$ cat src/design/pdtb_pkg.sv
// Package for the pixel depth test and blend block.
// Holds the store geometry, register and function codes, the
// controller/datapath structs, the channel blend and depth test functions. No dependencies.
`timescale 1ns / 1ps
package pdtb_pkg;

    localparam int MAX_WIDTH  = 256;
    localparam int MAX_HEIGHT = 256;
    localparam int ADDR_W     = $clog2(MAX_WIDTH * MAX_HEIGHT);
    localparam int XY_W       = 8;
    localparam int DIM_W      = 9;
    localparam int DEPTH_W    = 24;
    localparam int COLOR_W    = 24;

    localparam logic [DEPTH_W-1:0] DEPTH_ONE = 24'd4194304;
    localparam logic [DEPTH_W-1:0] DEPTH_MAX = 24'h7FFFFF;
    localparam logic [DEPTH_W-1:0] DEPTH_MIN = 24'h800000;

    localparam logic [2:0] CFG_DEPTH_FUNC   = 3'd0;
    localparam logic [2:0] CFG_DEPTH_WRITE  = 3'd1;
    localparam logic [2:0] CFG_BLEND_MODE   = 3'd2;
    localparam logic [2:0] CFG_FRAME_WIDTH  = 3'd3;
    localparam logic [2:0] CFG_FRAME_HEIGHT = 3'd4;

    localparam logic [2:0] DF_ALWAYS    = 3'd0;
    localparam logic [2:0] DF_LESS      = 3'd1;
    localparam logic [2:0] DF_LEQUAL    = 3'd2;
    localparam logic [2:0] DF_GREATER   = 3'd3;
    localparam logic [2:0] DF_GEQUAL    = 3'd4;
    localparam logic [2:0] DF_EQUAL     = 3'd5;
    localparam logic [2:0] DF_NOTEQUAL  = 3'd6;
    localparam logic [2:0] DF_NEVER     = 3'd7;

    localparam logic [1:0] BM_REPLACE = 2'd0;
    localparam logic [1:0] BM_ADD     = 2'd1;
    localparam logic [1:0] BM_ALPHA   = 2'd2;
    localparam logic [1:0] BM_KEEP    = 2'd3;

    typedef struct packed {
        logic load;
        logic div_start;
        logic mem_read;
        logic eval;
        logic out_zero;
        logic clr_step;
    } t_cmd;

    typedef struct packed {
        logic out_of_frame;
        logic w_zero;
        logic div_done;
        logic clr_last;
    } t_sts;

    function automatic logic [7:0] blend_ch(input logic [1:0] mode, input logic [7:0] s,
                                            input logic [7:0] d, input logic [7:0] a);
        logic [8:0]  sum;
        logic [15:0] v;
        logic [16:0] t;
        logic [7:0]  res;
        sum = {1'b0, s} + {1'b0, d};
        v   = 16'(a * s) + 16'((8'd255 - a) * d) + 16'd127;
        t   = {1'b0, v} + 17'd1 + {9'd0, v[15:8]};
        case (mode)
            BM_REPLACE: res = s;
            BM_ADD:     res = sum[8] ? 8'hFF : sum[7:0];
            BM_ALPHA:   res = t[15:8];
            default:    res = d;
        endcase
        return res;
    endfunction

    function automatic logic depth_pass(input logic [2:0] func,
                                        input logic signed [DEPTH_W-1:0] nd,
                                        input logic signed [DEPTH_W-1:0] od);
        logic p;
        case (func)
            DF_ALWAYS:   p = 1'b1;
            DF_LESS:     p = nd < od;
            DF_LEQUAL:   p = nd <= od;
            DF_GREATER:  p = nd > od;
            DF_GEQUAL:   p = nd >= od;
            DF_EQUAL:    p = nd == od;
            DF_NOTEQUAL: p = nd != od;
            default:     p = 1'b0;
        endcase
        return p;
    endfunction

endpackage

$ cat src/design/pdtb_ctrl.sv
// Controller state machine: store clearing, fragment sequencing and result timing.
// Depends on pdtb_pkg for the command and status structs.
`timescale 1ns / 1ps
module pdtb_ctrl (
    input  logic              i_clk,
    input  logic              i_rst_n,
    input  logic              i_start,
    input  pdtb_pkg::t_sts    i_sts,
    output pdtb_pkg::t_cmd    o_cmd,
    output logic              o_busy
);
    localparam logic [2:0] S_CLEAR = 3'd0;
    localparam logic [2:0] S_IDLE  = 3'd1;
    localparam logic [2:0] S_CHK   = 3'd2;
    localparam logic [2:0] S_DIV   = 3'd3;
    localparam logic [2:0] S_READ  = 3'd4;
    localparam logic [2:0] S_EVAL  = 3'd5;

    logic [2:0] r_state, n_state;

    always_comb begin
        n_state = r_state;
        o_cmd   = '0;
        unique case (r_state)
            S_CLEAR: begin
                o_cmd.clr_step = 1'b1;
                if (i_sts.clr_last) n_state = S_IDLE;
            end
            S_IDLE: begin
                if (i_start) begin
                    o_cmd.load = 1'b1;
                    n_state    = S_CHK;
                end
            end
            S_CHK: begin
                if (i_sts.out_of_frame) begin
                    o_cmd.out_zero = 1'b1;
                    n_state        = S_IDLE;
                end else if (i_sts.w_zero) begin
                    n_state = S_READ;
                end else begin
                    o_cmd.div_start = 1'b1;
                    n_state         = S_DIV;
                end
            end
            S_DIV: begin
                if (i_sts.div_done) n_state = S_READ;
            end
            S_READ: begin
                o_cmd.mem_read = 1'b1;
                n_state        = S_EVAL;
            end
            S_EVAL: begin
                o_cmd.eval = 1'b1;
                n_state    = S_IDLE;
            end
            default: n_state = S_IDLE;
        endcase
    end

    always_ff @(posedge i_clk) begin
        if (!i_rst_n) begin
            r_state <= S_CLEAR;
        end else begin
            r_state <= n_state;
        end
    end

    assign o_busy = (r_state != S_IDLE);
endmodule

$ cat config.mk
export PLATFORM = sky130hd
export DESIGN_NAME = pdtb_ctrl
export DESIGN_NICKNAME = d
export VERILOG_FILES = /design/src/design/pdtb_pkg.sv /design/src/design/pdtb_ctrl.sv
export SDC_FILE = /design/constraint.sdc
export NUM_CORES = 1
export LEC_CHECK = 0
export BUFFER_PORTS_ARGS = -buffer_cell sky130_fd_sc_hd__buf_2
export CAP_MARGIN = 20
export CORE_AREA = 2 2 39 41
export DETAILED_ROUTE_END_ITERATION = 8
export DIE_AREA = 0 0 41 43
export GPL_TIMING_DRIVEN = 0
export MAX_ROUTING_LAYER = met4
export PLACE_DENSITY = 0.5
export SLEW_MARGIN = 30
export SYNTH_ARGS = -nofsm -noshare
export SYNTH_HDL_FRONTEND = slang
export SYNTH_SLANG_ARGS = --single-unit
$ cat constraint.sdc
create_clock -name i_clk -period 2.95 [get_ports i_clk]
set_input_delay 0.1475 -clock i_clk [delete_from_list [all_inputs] [get_ports i_clk]]
set_output_delay 0.1475 -clock i_clk [all_outputs]
set_load 0.01 [all_outputs]
==> summary.md <==
| Metric | Value |
|---|---|
| Status | `completed` |
| Static Leakage | `between 0.15 and 0.2 nW` |
| Yosys top cell by area | `dfxtp_1` |
| Post-layout utilization of the core | `roughly a quarter` |
| Initial Utilization | `between 10% and 20%` |
| Synth Instances | `31` |
| Ports | `14` |
| Critical path class | `reg2out` |
| Cell Chain, Critical Path | `nand2b_2, or4_4, inv_1, buf_2` |
| Worst path buffer plus inverter count | `2` |
| Top cells by area, synth | `dfxtp_1 26%, nor2_1 8.1%, a221oi_2 6.5%, inv_1 6.5%, nand2b_1 5.4%` |
| Synth-to-layout area growth | `48.1%` |
| Clk sink count | `3` |
| Slew HR | `73.0%` |
| Post-synth design cell area | `231 sq um` |
| Vias per cell | `4.22` |
| CP max stage cell | `dfxtp_1` |
| Yosys warning count | `0` |
| Routed wire length | `570 um` |
| Syn Area/Cell | `7.47 sq um` |
| Worst Tran Pin Value | `405 ps` |
| DRC viols | `0` |
| Cell variety after synth | `18` |
| Area share of the largest cell type after synthesis | `25.9%` |
| Initial antenna violation count | `0` |
| Final ANT Viol Nets | `0` |
| RSZ-0062 raised after global routing | `no` |
| N_diodes | `0` |
| Setup TNS | `0 ps` |
| NumNets Final | `between 50 and 60` |
| Row count | `14` |
| Pin count of the biggest net entering global routing | `11` |
| Core Region | `~1400 sq um` |
| CTS max path bufs | `2` |
| Post-CTS Repair Setup Buffers | `0` |
| # port buffers | `13` |
| Most common cell after layout, fill and taps aside | `buf_2` |
| Clk_lat worst skew | `230 ps` |
| Most frequent cells in the layout | `13 x buf_2, 5 x nor2_1, 4 x inv_1` |
| GR Overflow Total | `0` |
| Vias in the first global route | `249` |
| Post-DP HPWL | `469 um` |
| Required time worst endpoint | `2800 ps` |
| WL per Instance | `8.91 um` |
| Pre-antenna DRT Iters | `3` |
| CP endpoint kind | `output pin` |
| Gp weighted congestion | `about 0.65` |
| Period utilization | `52.9%` |
| Die area | `1760 sq um` |
| Final hold violation count | `0` |
| Setup violations, final | `0` |
| Syn_nets | `38` |
| Crit path launch type | `register` |
| Final Non-Filler Cells | `64` |
| Final Skew | `3.71 ps` |
| Hold buffer count at cts | `0` |
| Register area share after synthesis | `25.9%` |
| CP max stage delay | `450 ps` |
| CP max FO | `8` |
| Critical Path AT | `1410 ps` |
| Period minus WS final | `1560 ps` |
| Most flop-heavy register | `r_state` |
| Max cap viols | `0` |
| Die height | `43 um` |
| CTS H-tree depth | `1` |
| Hold WC Path Type | `in2reg` |
| Top delay family on crit path | `simple AND/OR/NAND/NOR gates` |
| Vias | `270` |
| Root Driver | `clkbuf_4` |
| Largest register FFs | `3` |
| Clock transition at path regs | `40 ps` |
| Worst VDD drop | `approximately 170 uV` |
| Overall routing resource usage | `7.91%` |
| Global-route wire length before repair | `897 um` |
| Total power draw | `0.000175 W` |
| Chip width | `41 um` |
| Fin. max-slew vios | `0` |
| CTS buffer count | `3` |
| TritonCTS clock tree | `done` |
| Fraction of layout cells with a size suffix above 1 | `approximately 40%` |
| Pwr per Cell Area | `511 nW/um^2` |
| FF+latch count, synth | `3` |
| 1st-iter DRT viols | `3` |
| Post-Place Cells | `60` |
| Biggest registers after layout | `r_state (3)` |
| Cts repair resizes | `0` |
| Fmax | `640 MHz` |
final timing paths:
path / startpoint / endpoint / slack [ps] / cells past startpoint
setup / recovery: r_state[1] / o_cmd[4] / 1390 / 4
hold / removal: i_rst_n / r_state[2] / 150 / 2
setup reg to reg: r_state[1] / r_state[1] / 1630 / 3
hold reg to reg: r_state[0] / r_state[1] / 580 / 2
metal layers:
| metal | up-vias | part of all wire [%] | GRT usage, % |
|---|---|---|---|
| met5 | - | 0 | - |
| met1 | 120 | 41 | 8.33 |
| li1 | 143 | - | - |
| met4 | 0 | 0 | 6.00 |
| met2 | 7 | 52 | 11.3 |
| met3 | 0 | 6.8 | 3.14 |
synth_stat cells (all sizes together):
| library cell | n |
|---|---|
| or4 | 1 |
| nor3 | 2 |
| a21oi | 2 |
| a221oi | 1 |
| o31a | 1 |
| and3 | 1 |
| nand2 | 2 |
| nor2 | 5 |
| clkbuf | 1 |
| nand2b | 3 |
| a21boi | 1 |
| inv | 4 |
| mux2i | 1 |
| nor4b | 1 |
| dfxtp | 3 |
| o21bai | 1 |
| a311o | 1 |
through the flow:
step | hold WS (ps) | area, sq um | setup slack [ps]
finish | 154 | 343 | 1390
global route | 165 | 343 | 1280
CTS | 152 | 343 | 1370
detailed placement | 392 | 317 | 1620
global placement | 390 | 317 | 1620
floorplan | 275 | 231 | 1710
cells by family after synthesis:
| family | Yosys count | share of synthesized area (%) |
|---|---|---|
| compound gates | 7 | 25.4 |
| simple gates | 15 | 36.2 |
| buf+inv | 5 | 8.10 |
| mux | 1 | 4.32 |
| flops | 3 | 25.9 |
report_power, final:
| part | switching [W] | total [W] | internal [W] |
|---|---|---|---|
| combinational | 0.0000283 | 0.0000536 | 0.0000252 |
| clock | 0.0000194 | 0.0000700 | 0.0000505 |
| sequential | 0.00000614 | 0.0000516 | 0.0000455 |
layout make-up:
type | count | area (sq um)
Clock buffer | 4 | 26.3
Tap cell | 16 | 20.0
Timing Repair Buffer | 13 | 65.1
Sequential cell | 3 | 60.1
Inverter | 4 | 15.0
Multi-Input combinational cell | 23 | 153
Fill cell | 174 | 1040
Buffer | 1 | 3.75
Note: power is estimated with default switching activity, not from simulation.
